--- config.mk ---
export PLATFORM = sky130hd
export DESIGN_NAME = bpu_out
export DESIGN_NICKNAME = d
export VERILOG_FILES = /design/src/sv/bpu_pkg.sv /design/src/sv/bpu_out.sv
export SDC_FILE = /design/constraint.sdc
export NUM_CORES = 1
export LEC_CHECK = 0
export BUFFER_PORTS_ARGS = -buffer_cell sky130_fd_sc_hd__buf_2
export CAP_MARGIN = 20
export CORE_ASPECT_RATIO = 0.7
export CORE_MARGIN = 10
export CORE_UTILIZATION = 43
export DETAILED_ROUTE_END_ITERATION = 8
export HOLD_SLACK_MARGIN = 0.12
export PLACE_DENSITY = 0.75
export SETUP_SLACK_MARGIN = 0.2
export SLEW_MARGIN = 25
export SYNTH_ARGS = -nofsm -noshare
export SYNTH_HDL_FRONTEND = slang
export SYNTH_SLANG_ARGS = --single-unit
--- constraint.sdc ---
create_clock -name i_clk -period 4.6 [get_ports i_clk]
set_clock_uncertainty 0.1 [all_clocks]
set_input_delay 0.23 -clock i_clk [delete_from_list [all_inputs] [get_ports i_clk]]
set_output_delay 0.23 -clock i_clk [all_outputs]
set_load 0.01 [all_outputs]
--- src/sv/bpu_pkg.sv ---
// ----------------------------------------------------------------------------
// BMP pixel unpacker package
// Shared constants, codes, request struct and helpers for the unpacker.
// ----------------------------------------------------------------------------
package bpu_pkg;

    // Image limits and default palette size.
    localparam int MAX_WIDTH     = 4096;
    localparam int MAX_HEIGHT    = 4096;
    localparam int PALETTE_DEPTH = 256;

    // Field and counter widths.
    localparam int DIM_W = 13;   // width/height register, column counter
    localparam int POS_W = 12;   // column and row on the output
    localparam int RBC_W = 14;   // bytes seen in the current row
    localparam int DB_W  = 15;   // byte counts per row
    localparam int RGB_W = 24;

    // Pixel formats.
    typedef enum logic [1:0] {
        FMT_1BPP  = 2'd0,
        FMT_4BPP  = 2'd1,
        FMT_8BPP  = 2'd2,
        FMT_24BPP = 2'd3
    } t_fmt;

    // Configuration register indexes.
    typedef enum logic [1:0] {
        CFG_FORMAT = 2'd0,
        CFG_WIDTH  = 2'd1,
        CFG_HEIGHT = 2'd2
    } t_cfg_idx;

    // Input item kinds.
    localparam logic KIND_PALETTE = 1'b0;
    localparam logic KIND_PIXEL   = 1'b1;

    // One pixel on its way from the unpacker to the output stage.
    typedef struct packed {
        logic             direct;    // 24-bit pixel, color carried in rgb
        logic             in_range;  // palette index lies inside the store
        logic [RGB_W-1:0] rgb;
        logic [POS_W-1:0] col;
        logic [POS_W-1:0] row;
        logic             last;
        logic             eoi;
    } t_pix_req;

    // A zero dimension counts as one; larger values saturate at the limit.
    function automatic logic [DIM_W-1:0] clamp_dim(input logic [DIM_W-1:0] v,
                                                   input logic [DIM_W-1:0] hi);
        logic [DIM_W-1:0] r;
        if (v == '0) begin
            r = DIM_W'(1);
        end else if (v > hi) begin
            r = hi;
        end else begin
            r = v;
        end
        return r;
    endfunction

endpackage

--- src/sv/bpu_out.sv ---
// ----------------------------------------------------------------------------
// BMP unpacker output stage
// Pairs each pixel with its palette read data and holds the result beat
// in an output register.
// ----------------------------------------------------------------------------
module bpu_out (
    input  logic                      i_clk,
    input  logic                      i_rst_n,
    input  logic                      i_req_valid,
    input  bpu_pkg::t_pix_req         i_req,
    input  logic [bpu_pkg::RGB_W-1:0] i_rd_data,
    output logic                      o_s2_free,
    output logic                      o_out_valid,
    input  logic                      i_out_stall,
    output logic [7:0]                o_red,
    output logic [7:0]                o_green,
    output logic [7:0]                o_blue,
    output logic [bpu_pkg::POS_W-1:0] o_column,
    output logic [bpu_pkg::POS_W-1:0] o_row,
    output logic                      o_last_of_byte,
    output logic                      o_end_of_image
);

    logic                      r_s2_valid;
    bpu_pkg::t_pix_req         r_s2;
    logic                      r_out_valid;
    logic [bpu_pkg::RGB_W-1:0] r_rgb;
    logic [bpu_pkg::POS_W-1:0] r_col;
    logic [bpu_pkg::POS_W-1:0] r_row;
    logic                      r_last;
    logic                      r_eoi;
    logic                      out_free;
    logic [bpu_pkg::RGB_W-1:0] rgb_sel;

    // Flow control between read stage and output register.
    assign out_free  = !r_out_valid || !i_out_stall;
    assign o_s2_free = !r_s2_valid || out_free;

    // Direct pixels bypass the palette; indexes past the store read as black.
    always_comb begin
        if (r_s2.direct) begin
            rgb_sel = r_s2.rgb;
        end else if (r_s2.in_range) begin
            rgb_sel = i_rd_data;
        end else begin
            rgb_sel = '0;
        end
    end

    // Read stage, aligned with the palette read data.
    always_ff @(posedge i_clk) begin
        if (!i_rst_n) begin
            r_s2_valid <= 1'b0;
        end else if (o_s2_free) begin
            r_s2_valid <= i_req_valid;
        end
    end

    always_ff @(posedge i_clk) begin
        if (o_s2_free) begin
            r_s2 <= i_req;
        end
    end

    // Output register.
    always_ff @(posedge i_clk) begin
        if (!i_rst_n) begin
            r_out_valid <= 1'b0;
        end else if (out_free) begin
            r_out_valid <= r_s2_valid;
        end
    end

    always_ff @(posedge i_clk) begin
        if (out_free && r_s2_valid) begin
            r_rgb  <= rgb_sel;
            r_col  <= r_s2.col;
            r_row  <= r_s2.row;
            r_last <= r_s2.last;
            r_eoi  <= r_s2.eoi;
        end
    end

    assign o_out_valid    = r_out_valid;
    assign o_red          = r_rgb[23:16];
    assign o_green        = r_rgb[15:8];
    assign o_blue         = r_rgb[7:0];
    assign o_column       = r_col;
    assign o_row          = r_row;
    assign o_last_of_byte = r_last;
    assign o_end_of_image = r_eoi;

endmodule

Word level (Yosys, flattened, before mapping). Index checks and enable logic that the tools add are counted.

Register bits after elaboration: 104. Output and inout bits: 52. Word-level logic and storage cells: 22.

Multiplexer cells: 2. Reductions and logical operators: 6.

Operator list (count): $mux W24 (2); $logic_not A1 Y1 (3); $logic_or A1 B1 Y1 (2); $logic_and A1 B1 Y1 (1).

Logic depth before layout (Yosys ltp).
Depth after elaboration: 3. Gate-level depth with buffers: 4.

Worst setup path before layout. OpenSTA, ideal clock, no wires.

Kind: register to register. Start: register r_s2_valid. End: register r_col (netlist bit o_column[0]) (enable). Library setup time: 0.534 ns. Arrival time: 3.999 ns. Data required time: 3.966 ns. Slack: -0.032 ns. Cell stages (with the launch flop): 2. Buffers on the path: 0. Clock period less this slack: 4.632 ns. Path through: dfxtp_1 a21boi_0.

Longest elaborated chain between the ends: 1.

Ends and longest elaborated chain: start: declaration (line bpu_out.sv:24) `logic r_s2_valid;`; start signal: assignment (line bpu_out.sv:55) `r_s2_valid <= i_req_valid;`; $logic_and A1 B1 Y1 (line bpu_out.sv:75) `if (out_free && r_s2_valid) begin`; end signal: assignment (line bpu_out.sv:77) `r_col <= r_s2.col;`; end: declaration (line bpu_out.sv:28) `logic [bpu_pkg::POS_W-1:0] r_col;`.

No other way between the ends. A chain may end at the register's enable or synchronous reset.

Worst setup path after layout.
Start: register r_out_valid (netlist: o_out_valid). End: output o_s2_free.

Longest elaborated chain between the ends: 3.

Ends and longest elaborated chain: start: declaration (line bpu_out.sv:26) `logic r_out_valid;`; start signal: assignment (line bpu_out.sv:70) `r_out_valid <= r_s2_valid;`; $logic_not A1 Y1 (line bpu_out.sv:36) `assign out_free = !r_out_valid || !i_out_stall;`; $logic_or A1 B1 Y1 (line bpu_out.sv:36); $logic_or A1 B1 Y1 (line bpu_out.sv:37) `assign o_s2_free = !r_s2_valid || out_free;`; end: declaration (line bpu_out.sv:12) `output logic o_s2_free,`.

No other way between the ends.

==> qor.csv <==
metric;value;unit
Die ar.;12000;um2
Final Instance Count excl. Fillers;465;
R2R Path Start;r_s2[51];
die width;126;um
CTS buffer count;9;
Post-Syn Nets;222;
crit path launch;o_out_valid;
vias in the first global route;2406;
Max clock buf depth;2;
initial antenna violation count;0;
placed cells;371;
Critical Path AT;1.60;ns
WL/cell;18.0;um
CP Max Fanout;54;
clock-pin slew on the worst setup and hold paths;0.07;ns
number of setup buffers added after CTS;0;
Die Ht;94.5;um
clock sink count;104;
Final Util;67.4;%
io pins;132;
HP Start;i_out_stall;
Vias;2112;
Comb power frac;7.9;%
post-route minimum period;1.93;ns
cts-stage hold buffer count;78;
Max Clock Freq;517;MHz
Post-CTS Resized;0;
switch share;19.7;%
placed cell area;4180;um2
Root Driver;clkbuf_16;
initial core utilization;43.7;%
status;completed;
sequential fraction of the synthesis area;90.9;%
Clock power frac;36.7;%
HPWL after DPL;5210;um
critical-path cell list;nand3_2 > buf_4 > buf_2;
fin crit share;42.0;%
Crit-path slowest cell;buf_4;
drt initial violations;110;
TNS Setup;0;ns
CTS H-tree lvls;3;
GRT Total Usage;14.0;%
input/output buffers;131;
DRT Pass-1 Iters;4;
total power divided by cell area;383;nW/um2
post-DR vias/cell;4.54;
Hold Violations, Final;0;
Yosys warnings;0;
Flop pwr share;55.4;%
Area Growth Syn to Fin;54.1;%
detailed-route DRC error count;0;
Finished Cell Area;5260;um2
synth unique cells;14;
Critical Path RT;4.27;ns
share of cells above drive strength 1;42.0;%
Ant. Diodes;0;
Synth Cell Area;3410;um2
CP Capture Type;output pin;
WS Path Type;reg -> out;
CP startpoint kind;flip-flop;
Tightest Hold Check Type;in -> reg;
Syn Area/Cell;24.0;um2
Std-Cell Rows;27;
Core ar.;7800;um2
first-pass GRT wire length;12900;um
sw power;0.397;mW
grt ovf;0;
largest net degree at the start of global routing;55;
VDD IR max;0.000254;V
worst slew pin tran;0.920;ns
Total Nets Final;439;
max_cap viols;0;
Synth Register Bits;104;
slowest stage delay, CP;0.55;ns
Internal;1.62;mW
unrepaired setup endpoints after global routing;no;
Routed Antenna Nets;0;
GPL Wtd Cong;0.698;
Slew HR;38.7;%
total wire length;8380;um
Syn Inst Count;142;
# setup viols final;0;
max-slew violation count;0;
CTS tree;built;
LEAKAGE;2.15;nW
clk_lat worst skew;0.33;ns
==> state kept, by name, indices dropped and copies added (netlist names) <==
| signal | count |
|---|---|
| o_column | 12 |
| o_end_of_image | 1 |
| o_last_of_byte | 1 |
| o_out_valid | 1 |
| o_row | 12 |
| r_rgb | 24 |
| r_s2 | 52 |
| r_s2_valid | 1 |
==> metal layers <==
metal | up-vias | routed length (um) | GRT usage (%)
met2 | 85 | 4480 | 25.2
met5 | - | 0 | 0
li1 | 1015 | - | -
met4 | 0 | 122 | 4.63
met3 | 12 | 754 | 6.38
met1 | 1000 | 3020 | 14.2
==> worst paths after layout <==
kind | endpoint | slack (ns) | cells past startpoint
hold reg to reg | o_row[11] | 0.32 | 0
setup / recovery | o_s2_free | 2.67 | 3
hold / removal | o_out_valid | 0.14 | 3
setup reg to reg | r_rgb[22] | 2.72 | 2
==> per-stage QoR <==
stage               setup WS (ns)  power (mW)  hold slack, ns
floorplan                    1.27        1.18           0.229
global placement             2.73        1.24           0.301
detailed placement           2.71        1.25           0.305
CTS                          2.62        2.04           0.127
global route                 2.55        2.09           0.133
finish                       2.67        2.02           0.138
==> cells in the final DEF (no fill, tap or decap) <==
cell / count
a21boi_0: 1
a21boi_4: 1
a21oi_1: 1
a22o_1: 20
a22o_2: 3
buf_2: 131
buf_4: 2
bufinv_16: 1
clkbuf_1: 1
clkbuf_16: 9
clkinv_1: 1
clkinv_4: 2
clkinvlp_4: 1
dfxtp_1: 2
dlygate4sd3_1: 78
edfxtp_1: 102
inv_1: 1
inv_6: 1
nand2_1: 2
nand3_2: 1
nor2b_1: 1
nor2b_4: 1
o21ai_1: 1
==> cell type report <==
cell class                      instances  area, um2
Fill cell                             544       2540
Timing Repair Buffer                  211       1450
Multi-Input combinational cell         32        279
Clock buffer                           10        229
Inverter                                1       3.75
Tap cell                              101        126
Clock inverter                          6       67.6
Sequential cell                       104       3100
==> kinds of logic after synthesis <==
family	count (synthesis)	share of synthesized area (%)
flip-flops	104	90.9
AND/OR/NAND/NOR	5	0.953
buffers and inverters	6	1.39
AO/OA/AOI/OAI	27	6.74
==> power groups by stage <==
| stage | Combinational [mW] | Clock [mW] | Sequential [mW] |
|---|---|---|---|
| finish | 0.160 | 0.740 | 1.12 |
| global route | 0.174 | 0.801 | 1.12 |
| CTS | 0.159 | 0.760 | 1.12 |
| detailed placement | 0.108 | 0 | 1.14 |
| global placement | 0.104 | 0 | 1.13 |
| floorplan | 0.0349 | 0 | 1.14 |
==> worst max-delay path, delay by kind of cell (launching register included) <==
kind | cells | cell delay [ns]
buffers and inverters | 2 | 0.81
and+or+nand+nor | 1 | 0.08
DFF | 1 | 0.37
==> synthesized netlist by cell type <==
cell / number / area (um2)
o21ai_1: 1 / 5.00
a22o_1: 20 / 175
nand2_1: 2 / 7.51
nor2b_4: 1 / 13.8
a21boi_0: 2 / 15.0
nor2b_1: 1 / 6.26
dfxtp_1: 2 / 40.0
buf_2: 2 / 10.0
inv_1: 1 / 3.75
a21oi_1: 1 / 5.00
edfxtp_1: 102 / 3060
a22o_2: 3 / 30.0
buf_6: 3 / 33.8
nand3_1: 1 / 5.00
Note: power is estimated with default switching activity, not from simulation.
