File: src/sv/bpu_pkg.sv
// ----------------------------------------------------------------------------
// BMP pixel unpacker package
// Shared constants, codes, request struct and helpers for the unpacker.
// ----------------------------------------------------------------------------
package bpu_pkg;

    // Image limits and default palette size.
    localparam int MAX_WIDTH     = 4096;
    localparam int MAX_HEIGHT    = 4096;
    localparam int PALETTE_DEPTH = 256;

    // Field and counter widths.
    localparam int DIM_W = 13;   // width/height register, column counter
    localparam int POS_W = 12;   // column and row on the output
    localparam int RBC_W = 14;   // bytes seen in the current row
    localparam int DB_W  = 15;   // byte counts per row
    localparam int RGB_W = 24;

    // Pixel formats.
    typedef enum logic [1:0] {
        FMT_1BPP  = 2'd0,
        FMT_4BPP  = 2'd1,
        FMT_8BPP  = 2'd2,
        FMT_24BPP = 2'd3
    } t_fmt;

    // Configuration register indexes.
    typedef enum logic [1:0] {
        CFG_FORMAT = 2'd0,
        CFG_WIDTH  = 2'd1,
        CFG_HEIGHT = 2'd2
    } t_cfg_idx;

    // Input item kinds.
    localparam logic KIND_PALETTE = 1'b0;
    localparam logic KIND_PIXEL   = 1'b1;

    // One pixel on its way from the unpacker to the output stage.
    typedef struct packed {
        logic             direct;    // 24-bit pixel, color carried in rgb
        logic             in_range;  // palette index lies inside the store
        logic [RGB_W-1:0] rgb;
        logic [POS_W-1:0] col;
        logic [POS_W-1:0] row;
        logic             last;
        logic             eoi;
    } t_pix_req;

    // A zero dimension counts as one; larger values saturate at the limit.
    function automatic logic [DIM_W-1:0] clamp_dim(input logic [DIM_W-1:0] v,
                                                   input logic [DIM_W-1:0] hi);
        logic [DIM_W-1:0] r;
        if (v == '0) begin
            r = DIM_W'(1);
        end else if (v > hi) begin
            r = hi;
        end else begin
            r = v;
        end
        return r;
    endfunction

endpackage

File: src/sv/bpu_unpack.sv
// ----------------------------------------------------------------------------
// BMP unpacker front end
// Holds one input beat, walks its pixels one per cycle while the next
// stage is free, keeps the row counters, issues palette reads and writes.
// ----------------------------------------------------------------------------
module bpu_unpack #(
    parameter int PALETTE_DEPTH = bpu_pkg::PALETTE_DEPTH
) (
    input  logic                             i_clk,
    input  logic                             i_rst_n,
    input  bpu_pkg::t_fmt                    i_fmt,
    input  logic [bpu_pkg::DIM_W-1:0]        i_width,
    input  logic [bpu_pkg::DIM_W-1:0]        i_height,
    input  logic                             i_in_valid,
    output logic                             o_in_stall,
    input  logic                             i_kind,
    input  logic [7:0]                       i_data_byte,
    input  logic [7:0]                       i_entry_index,
    input  logic [7:0]                       i_entry_red,
    input  logic [7:0]                       i_entry_green,
    input  logic [7:0]                       i_entry_blue,
    input  logic                             i_s2_free,
    output logic                             o_req_valid,
    output bpu_pkg::t_pix_req                o_req,
    output logic [$clog2(PALETTE_DEPTH)-1:0] o_rd_addr,
    output logic                             o_wr_en,
    output logic [$clog2(PALETTE_DEPTH)-1:0] o_wr_addr,
    output logic [bpu_pkg::RGB_W-1:0]        o_wr_data
);

    localparam int AW = $clog2(PALETTE_DEPTH);

    // Held input beat.
    logic       r_s1_valid;
    logic       r_kind;
    logic [7:0] r_byte;
    logic [7:0] r_eidx;
    logic [7:0] r_er;
    logic [7:0] r_eg;
    logic [7:0] r_eb;
    logic [2:0] r_sub;

    // Row position state.
    logic [bpu_pkg::DIM_W-1:0] r_col, n_col;
    logic [bpu_pkg::POS_W-1:0] r_row, n_row;
    logic [bpu_pkg::RBC_W-1:0] r_rbc, n_rbc;
    logic [1:0]                r_phase, n_phase;
    logic [7:0]                r_blue, n_blue;
    logic [7:0]                r_green, n_green;

    logic [bpu_pkg::DIM_W-1:0] w;
    logic [bpu_pkg::DIM_W-1:0] h;
    logic [bpu_pkg::DB_W-1:0]  w_ext;
    logic [bpu_pkg::DB_W-1:0]  db;
    logic [bpu_pkg::DB_W-1:0]  padded;
    logic [bpu_pkg::DB_W-1:0]  rbc_inc;
    logic [bpu_pkg::DIM_W-1:0] col_inc;
    logic [bpu_pkg::DIM_W-1:0] row_inc;
    logic                      is_pix;
    logic                      active;
    logic                      col_lt_w;
    logic                      col_end;
    logic                      row_end;
    logic                      row_wrap;
    logic                      per_last;
    logic                      emit;
    logic                      done;
    logic                      step;
    logic                      accept;
    logic                      eoi;
    logic [7:0]                idx;

    // Clamped dimensions and the padded row length in bytes.
    always_comb begin
        w     = bpu_pkg::clamp_dim(i_width, bpu_pkg::DIM_W'(bpu_pkg::MAX_WIDTH));
        h     = bpu_pkg::clamp_dim(i_height, bpu_pkg::DIM_W'(bpu_pkg::MAX_HEIGHT));
        w_ext = {2'b00, w};
        case (i_fmt)
            bpu_pkg::FMT_1BPP: db = (w_ext + bpu_pkg::DB_W'(7)) >> 3;
            bpu_pkg::FMT_4BPP: db = (w_ext + bpu_pkg::DB_W'(1)) >> 1;
            bpu_pkg::FMT_8BPP: db = w_ext;
            default:           db = w_ext + (w_ext << 1);
        endcase
        padded = (db + bpu_pkg::DB_W'(3)) & ~bpu_pkg::DB_W'(3);
    end

    // Position compares.
    always_comb begin
        is_pix   = (r_kind == bpu_pkg::KIND_PIXEL);
        active   = ({1'b0, r_rbc} < db);
        col_lt_w = (r_col < w);
        col_inc  = r_col + bpu_pkg::DIM_W'(1);
        col_end  = (col_inc >= w);
        rbc_inc  = {1'b0, r_rbc} + bpu_pkg::DB_W'(1);
        row_end  = (rbc_inc >= padded);
        row_inc  = {1'b0, r_row} + bpu_pkg::DIM_W'(1);
        row_wrap = (row_inc >= h);
        eoi      = ({1'b0, r_row} >= (h - bpu_pkg::DIM_W'(1)))
                   && (r_col == (w - bpu_pkg::DIM_W'(1)));
    end

    // Pick the pixel of this cycle and decide whether the beat finishes.
    always_comb begin
        idx      = r_byte;
        per_last = 1'b1;
        emit     = 1'b0;
        done     = 1'b1;
        if (is_pix) begin
            case (i_fmt)
                bpu_pkg::FMT_1BPP: begin
                    idx      = {7'd0, r_byte[3'd7 - r_sub]};
                    per_last = (r_sub == 3'd7);
                end
                bpu_pkg::FMT_4BPP: begin
                    idx      = r_sub[0] ? {4'd0, r_byte[3:0]} : {4'd0, r_byte[7:4]};
                    per_last = r_sub[0];
                end
                default: begin
                    idx      = r_byte;
                    per_last = 1'b1;
                end
            endcase
            if (i_fmt == bpu_pkg::FMT_24BPP) begin
                emit = active && (r_phase == 2'd2) && col_lt_w;
                done = 1'b1;
            end else begin
                emit = active && col_lt_w;
                done = !active || !col_lt_w || per_last || col_end;
            end
        end
    end

    // Handshake with the input channel and the next stage.
    assign step       = r_s1_valid && i_s2_free;
    assign o_in_stall = r_s1_valid && !(step && done);
    assign accept     = i_in_valid && !o_in_stall;

    // Counter and byte-gathering updates.
    always_comb begin
        n_col   = r_col;
        n_row   = r_row;
        n_rbc   = r_rbc;
        n_phase = r_phase;
        n_blue  = r_blue;
        n_green = r_green;
        if (step && is_pix) begin
            if (emit) begin
                n_col = col_inc;
            end
            if (i_fmt == bpu_pkg::FMT_24BPP && active) begin
                case (r_phase)
                    2'd0: begin
                        n_blue  = r_byte;
                        n_phase = 2'd1;
                    end
                    2'd1: begin
                        n_green = r_byte;
                        n_phase = 2'd2;
                    end
                    default: n_phase = 2'd0;
                endcase
            end
            if (done) begin
                if (row_end) begin
                    n_rbc   = '0;
                    n_col   = '0;
                    n_phase = 2'd0;
                    n_row   = row_wrap ? '0 : row_inc[bpu_pkg::POS_W-1:0];
                end else begin
                    n_rbc = rbc_inc[bpu_pkg::RBC_W-1:0];
                end
            end
        end
    end

    // Beat holding register.
    always_ff @(posedge i_clk) begin
        if (!i_rst_n) begin
            r_s1_valid <= 1'b0;
        end else if (accept) begin
            r_s1_valid <= 1'b1;
        end else if (step && done) begin
            r_s1_valid <= 1'b0;
        end
    end

    always_ff @(posedge i_clk) begin
        if (accept) begin
            r_kind <= i_kind;
            r_byte <= i_data_byte;
            r_eidx <= i_entry_index;
            r_er   <= i_entry_red;
            r_eg   <= i_entry_green;
            r_eb   <= i_entry_blue;
            r_sub  <= 3'd0;
        end else if (step) begin
            r_sub  <= r_sub + 3'd1;
        end
    end

    // Row position registers.
    always_ff @(posedge i_clk) begin
        if (!i_rst_n) begin
            r_col   <= '0;
            r_row   <= '0;
            r_rbc   <= '0;
            r_phase <= 2'd0;
            r_blue  <= '0;
            r_green <= '0;
        end else begin
            r_col   <= n_col;
            r_row   <= n_row;
            r_rbc   <= n_rbc;
            r_phase <= n_phase;
            r_blue  <= n_blue;
            r_green <= n_green;
        end
    end

    // Pixel request and palette accesses.
    always_comb begin
        o_req_valid     = step && is_pix && emit;
        o_req.direct    = (i_fmt == bpu_pkg::FMT_24BPP);
        o_req.in_range  = ({1'b0, idx} < 9'(PALETTE_DEPTH));
        o_req.rgb       = {r_byte, r_green, r_blue};
        o_req.col       = r_col[bpu_pkg::POS_W-1:0];
        o_req.row       = r_row;
        o_req.last      = done;
        o_req.eoi       = eoi;
        o_rd_addr       = idx[AW-1:0];
        o_wr_en         = step && !is_pix && ({1'b0, r_eidx} < 9'(PALETTE_DEPTH));
        o_wr_addr       = r_eidx[AW-1:0];
        o_wr_data       = {r_er, r_eg, r_eb};
    end

endmodule

File: config.mk
export PLATFORM = sky130hd
export DESIGN_NAME = bpu_unpack
export DESIGN_NICKNAME = d
export VERILOG_FILES = /design/src/sv/bpu_pkg.sv /design/src/sv/bpu_unpack.sv
export SDC_FILE = /design/constraint.sdc
export NUM_CORES = 1
export LEC_CHECK = 0
export BUFFER_PORTS_ARGS = -buffer_cell sky130_fd_sc_hd__buf_2
export CAP_MARGIN = 10
export CELL_PAD_IN_SITES_DETAIL_PLACEMENT = 1
export CELL_PAD_IN_SITES_GLOBAL_PLACEMENT = 1
export CORE_MARGIN = 8
export CORE_UTILIZATION = 25
export DETAILED_ROUTE_END_ITERATION = 6
export GPL_TIMING_DRIVEN = 0
export PLACE_DENSITY = 0.6
export SYNTH_ARGS = -nofsm -noshare
export SYNTH_HDL_FRONTEND = slang
export SYNTH_SLANG_ARGS = --single-unit
File: constraint.sdc
create_clock -name i_clk -period 7.87 [get_ports i_clk]
set_input_delay 1.1805 -clock i_clk [delete_from_list [all_inputs] [get_ports i_clk]]
set_output_delay 1.1805 -clock i_clk [all_outputs]
set_load 0.01 [all_outputs]
After elaboration in Yosys (flattened, before gate mapping):

Index checks and enable logic that the tools add are counted.

* eq/ne operators: 7
* $add $sub $neg: 11
* reduce and logical (&&, ||, !) cells: 29
* order comparisons: 9
* mux-type cells: 27

Operators with widths (number)
* $mux W13: 7
* $pmux W15 S3: 1
* $ge A13 B13 Y1: 2
* $gt A13 B13 Y1 const B: 2
* $logic_not A13 Y1: 2
* $sub A13 B1 Y13 const B: 2
* $pmux W8 S2: 1
* $add A13 B14 Y15: 1
* $add A14 B1 Y15 const B: 1
* $add A15 B2 Y15 const B: 1
* $ge A15 B15 Y1: 1
* $lt A14 B15 Y1: 1
* $add A13 B1 Y14 const B: 1
* $add A13 B3 Y14 const B: 1
* $mux W14: 1
* $add A12 B1 Y13 const B: 1
* $add A13 B1 Y13 const B: 1
* $eq A13 B13 Y1: 1
* $ge A12 B13 Y1: 1
* $lt A13 B13 Y1: 1
* $logic_and A1 B1 Y1: 12
* $mux W12: 1
* $reduce_and A3 Y1: 3
* $mux W1: 8
* other kinds (17): 29

* output and inout bits: 95
* logic and storage cells: 97
* input port bits: 73
* flip-flop bits (word level): 102

Longest topological paths before layout:

* depth in word-level cells: 18
* gate-level depth with buffers: 29
* depth with buffers taken out: 25

Worst setup path after synthesis:

Ideal clock, no wire load.

* path type: input -> register
* from: input i_width[3] (netlist name)
* to: register r_kind (netlist: is_pix), enable pin
* data required time: 7.422 ns
* arrival time: 6.834 ns
* path buffers: 0
* stages: 22
* path slack: 0.588 ns
* library setup time: 0.448 ns
* cells stage by stage: nor4_4 a31oi_1 nor2_1 ha_1 inv_1 fa_1 nand2b_1 a21oi_1 o221ai_1 o21ai_0 xor2_1 a21oi_1 ha_1 o21ai_0 nand2b_1 a31o_2 a21oi_1 nor2_1 nor2_1 inv_2 a21boi_1 nor2b_1

* longest elaborated chain between the ends: 17
* elaborated cells on any way between the ends: 23
* classes of those cells: 3 x add/sub; 4 x order compare; 5 x mux; 11 x reduce/logical

RTL lines
* start: declaration: line bpu_unpack.sv:12 `input logic [bpu_pkg::DIM_W-1:0] i_width,`
* $gt A13 B13 Y1: line bpu_pkg.sv:55 `end else if (v > hi) begin`
* $mux W13: line bpu_pkg.sv:55
* $mux W13 (*): line bpu_pkg.sv:53 `if (v == '0) begin`
* $add A13 B14 Y15, or another cell as far along: line bpu_unpack.sv:82 `default: db = w_ext + (w_ext << 1);`
* $pmux W15 S3: line bpu_unpack.sv:78 `case (i_fmt)`
* $lt A14 B15 Y1: line bpu_unpack.sv:90 `active = ({1'b0, r_rbc} < db);`
* $logic_not A1 Y1: line bpu_unpack.sv:128 `done = !active || !col_lt_w || per_last || col_end;`
* $logic_or A1 B1 Y1 (2 in series): line bpu_unpack.sv:128
* (+3 left out)
* via done: line bpu_unpack.sv:67 `logic done;`
* $logic_and A1 B1 Y1 (*): line bpu_unpack.sv:135 `assign o_in_stall = r_s1_valid && !(step && done);`
* $logic_not A1 Y1 (*): line bpu_unpack.sv:135
* $logic_and A1 B1 Y1 (*): line bpu_unpack.sv:135
* via o_in_stall: line bpu_unpack.sv:15 `output logic o_in_stall,`
* $logic_not A1 Y1 (*): line bpu_unpack.sv:136 `assign accept = i_in_valid && !o_in_stall;`
* $logic_and A1 B1 Y1 (*): line bpu_unpack.sv:136
* via accept: line bpu_unpack.sv:69 `logic accept;`
* end signal: assignment: line bpu_unpack.sv:189 `r_kind <= i_kind;`
* end: declaration: line bpu_unpack.sv:35 `logic r_kind;`

Mark *: on every way through the listed nets, which the timed path passes. The rest lies on a longest branch.
A chain may end at the register's enable or synchronous reset.

Worst setup path after layout:

* from: input i_width[12] (netlist name)
* to: output o_req_valid

* longest elaborated chain between the ends: 11
* elaborated cells on any way between the ends: 16
* classes of those cells: 3 x add/sub; 3 x order compare; 5 x mux; 5 x reduce/logical

RTL lines
* $gt A13 B13 Y1: line bpu_pkg.sv:55
* $mux W13: line bpu_pkg.sv:55
* $mux W13 (*): line bpu_pkg.sv:53
* $add A13 B14 Y15, or another cell as far along: line bpu_unpack.sv:82
* $pmux W15 S3: line bpu_unpack.sv:78
* $lt A14 B15 Y1: line bpu_unpack.sv:90
* $logic_and A1 B1 Y1 (2 in series): line bpu_unpack.sv:124 `emit = active && (r_phase == 2'd2) && col_lt_w;`
* $mux W1 (*): line bpu_unpack.sv:123 `if (i_fmt == bpu_pkg::FMT_24BPP) begin`
* $mux W1 (*): line bpu_unpack.sv:108 `if (is_pix) begin`
* $logic_and A1 B1 Y1 (*): line bpu_unpack.sv:222 `o_req_valid = step && is_pix && emit;`
* end: declaration: line bpu_unpack.sv:23 `output logic o_req_valid,`

Every way passes the cells marked *; elsewhere a longest branch is shown, timed or not.

==> flow_metrics.env <==
export IMPL_run_status="complete, no violations"
export IMPL_worst_path_max_delay_cell="sky130_fd_sc_hd__o22ai_1"
export IMPL_groute_usage_overall_pct=15.0
export IMPL_boundaryPins=168
export IMPL_port_buffers=163
export IMPL_netlist_cell_type_count=77
export IMPL_count_of_tritonroute_iterations_in_the_first_routing_pass=6
export IMPL_slew_violations=0
export IMPL_yosys_top_cells_area="sky130_fd_sc_hd__ha_1 16%, sky130_fd_sc_hd__edfxtp_1 14%, sky130_fd_sc_hd__dfxtp_1 14%, sky130_fd_sc_hd__xnor2_1 6.5%, sky130_fd_sc_hd__nand2_1 4.9%"
export IMPL_final_nets=1374
export IMPL_cp_num_buf_inv=8
export IMPL_worstSetupStartpointType="input pin"
export IMPL_tritoncts="yes"
export IMPL_grt_pass1_vias=8617
export IMPL_slew_headroom_pct=42.1
export IMPL_share_of_cells_above_drive_strength_1_pct=22.2
export IMPL_overall_die_width_um=203
export IMPL_global_route_wire_length_before_repair_um=49400
export IMPL_fin_crit_sh_pct=95.7
export IMPL_final_design_area_no_fill_mm2=0.0106
export IMPL_synth_edff_count=41
export IMPL_wire_per_inst_um=19.1
export IMPL_ys_dominant_reg_cell="sky130_fd_sc_hd__dfxtp_1"
export IMPL_drc_markers=0
export IMPL_tightestPinTransition_ns=0.847
export IMPL_worst_path_max_fanout=10
export IMPL_postRouteWirelength_um=31500
export IMPL_dp_hpwl_um=25600
export IMPL_worstPathRequired_ns=6.69
export IMPL_area_fraction_in_and_or_nand_and_nor_cells_after_synthesis_pct=20.2
export IMPL_timing_critical_path_arrival_ns=6.35
export IMPL_ys_seq_elements=102
export IMPL_clock_skews_ns=0.0123
export IMPL_via_per_inst=4.95
export IMPL_power_per_cell_area_mw_per_mm2=130
export IMPL_cpLargestDelayFamily="compound AO/OA/AOI/OAI gates"
export IMPL_ctsHtreeMaxLevel=3
export IMPL_final_antenna_net_count=0
export IMPL_static_leakage_power_uw=0.00466
export IMPL_cts_path_max_buffers=2
export IMPL_path_cells="buf_2 > buf_4 > inv_2 > nand2_2 > inv_1 > ha_2 > inv_1 > fa_1 > nand2b_1 > a21oi_2 > o221ai_1 > xnor2_1 > o22ai_1 > ha_1 > nand2_1 > o211ai_1 > a31o_2 > a2111oi_4 > or2_2 > o2111ai_1 > or2_1 > buf_2 > inv_1 > buf_2"
export IMPL_count_of_endpoints_failing_hold_in_the_final_timing_report=0
export IMPL_max_stage_delay_on_crit_path_ns=0.45
export IMPL_minimum_setup_slack_after_placement_ns=-0.870
export IMPL_yosys_mux_area_fraction_pct=3.21
export IMPL_synth_avg_cell_area_um2=8.64
export IMPL_post_cts_hold_buffer_count=0
export IMPL_synth_common_cells="115 x sky130_fd_sc_hd__nand2_1, 112 x sky130_fd_sc_hd__ha_1, 69 x sky130_fd_sc_hd__nor2_1"
export IMPL_gp_routability_congestion=0.849
export IMPL_timing_max_cap_violations=0
export IMPL_synth_async_sr_flop_share_pct=0
export IMPL_synth_compound_area_share_pct=17.9
export IMPL_clk_latency_ns=0.36
export IMPL_synth_area_mm2=0.00872
export IMPL_inserted_clock_buffers=9
export IMPL_rsz0062_at_grt="false"
export IMPL_setup_viol=0
export IMPL_floorplan_die_height_um=203
export IMPL_synth_warnings=0
export IMPL_sequential_area_share_after_synthesis_pct=28.1
export IMPL_hold_ws_ns=0.468
export IMPL_number_of_cells_in_the_finished_layout_apart_from_fillers=1649
export IMPL_post_synth_xor_area_fraction_pct=8.94
export IMPL_synth_most_common_cell="sky130_fd_sc_hd__nand2_1"
export IMPL_maximum_number_of_pins_on_one_net_before_global_route_repair=26
export IMPL_dpl_cell_count=1629
export IMPL_cts_root_buffer_cell="sky130_fd_sc_hd__clkbuf_16"
export IMPL_antenna_found_initial=4
export IMPL_dpl_cell_area_mm2=0.0101
export IMPL_peakVddDrop_v=0.000128
export IMPL_setup_worst_path_end_class="output port"
export IMPL_areaGrowthSynthToFinish_pct=21.4
export IMPL_initial_utilization_pct=25.3
export IMPL_post_synth_fa_ha_maj_area_fraction_pct=16.3
export IMPL_fp_dieArea_mm2=0.0411
export IMPL_clk_pin_slew_worst_paths_ns=0.07
export IMPL_synth_top_cell_by_area="sky130_fd_sc_hd__ha_1"
export IMPL_post_synth_top_area_fraction_pct=16.1
export IMPL_standard_cell_row_count=68
export IMPL_core_area_mm2=0.0345
export IMPL_violation_count_after_the_first_detailed_routing_iteration=327
export IMPL_numClockSinks=102
export IMPL_critPathKind="input pin to output port"
export IMPL_clock_fmax_mhz=133
export IMPL_worst_hold_path_type="register to register"
export IMPL_synth_top_family_by_area="simple AND/OR/NAND/NOR gates"
export IMPL_globalRoute_totalOverflow=0
export IMPL_vias=8162
export IMPL_timing_final_ws_setup_ns=0.335
export IMPL_min_period_ns=7.53
export IMPL_postSynthNetCount=1196
export IMPL_syn_instance_count=1010
==> cell usage in the layout, fill, tap and decap left out, types with 27 or more instances in the layout <==
cell type,synthesis,layout
sky130_fd_sc_hd__buf_2,7,170
sky130_fd_sc_hd__nand2_1,115,112
sky130_fd_sc_hd__ha_1,112,110
sky130_fd_sc_hd__nor2_1,69,68
sky130_fd_sc_hd__xnor2_1,65,65
sky130_fd_sc_hd__dfxtp_1,61,61
sky130_fd_sc_hd__a21oi_1,48,46
sky130_fd_sc_hd__o21ai_0,45,44
sky130_fd_sc_hd__edfxtp_1,41,41
sky130_fd_sc_hd__inv_1,37,37
sky130_fd_sc_hd__nand3_1,35,35
sky130_fd_sc_hd__clkbuf_1,30,27
==> final timing paths <==
kind,from,end,slack (ns),cells after the start
worst max register to register,r_col[2],r_col[8],2.86,18
worst min register to register,r_blue[5],r_blue[5],0.47,2
worst min-delay path,r_blue[5],r_blue[5],0.47,2
worst max-delay path,i_width[12],o_req_valid,0.34,24
==> metrics by stage <==
step,total power (µW),setup TNS (ns),utilization (%)
floorplan,770,0,-
global placement,877,-94.20,29.3
detailed placement,885,-24.76,29.4
CTS,1390,-0.0512,30.5
global route,1440,0,30.7
finish,1370,0,30.7
==> tightest hold or removal path: cells and delay by family, from the launching register on <==
family,cells,cell delay [ns]
AND/OR/NAND/NOR,1,0.05
flip-flops,1,0.32
multiplexers,1,0.05
==> cell type report <==
class	instances	area, µm²
tap	455	569
fill	4142	23900
timing repair buffer	169	881
inverter	49	188
antenna	1	2.50
sequential	102	2450
clock buffer	9	225
multi-input combinational	804	5910
clock inverter	7	87.6
buffer	53	273
==> where the power goes <==
| part | internal, µW | switching [µW] | total, µW |
|---|---|---|---|
| Sequential | 567 | 8.43 | 575 |
| Combinational | 118 | 187 | 305 |
| Clock | 255 | 238 | 493 |
| Total | 939 | 433 | 1370 |
==> state kept, by name (all words and copies together), names as in the netlist, 3 cells and up <==
| register | count |
|---|---|
| o_wr_addr | 8 |
| r_blue | 8 |
| r_byte | 8 |
| r_col | 13 |
| r_eb | 8 |
| r_eg | 8 |
| r_er | 8 |
| r_green | 8 |
| r_rbc | 14 |
| r_row | 12 |
| r_sub | 3 |
==> cells by family (layout without fill, tap and decap cells) <==
logic type	count (synthesis)	in the layout
compound gates	228	228
xor+xnor	89	89
fa+ha+maj	113	113
buf+inv	104	287
flops	102	102
mux	23	23
other cells	1	2
simple gates	350	350
==> metal layers <==
layer / global-route usage [%] / vias up / share of wire (%)
met4: 3.63 / 6 / 1.6
met5: 0 / - / 0.11
met2: 25.4 / 179 / 47
met3: 3.55 / 37 / 5.5
li1: - / 3963 / -
met1: 18.9 / 3977 / 45
==> repair_timing <==
action	in CTS	in global routing
pin swaps	1	5
setup buffers	0	5
endpoints found under the setup margin	30	29
resized for setup	9	14
Note: power is estimated with default switching activity, not from simulation.
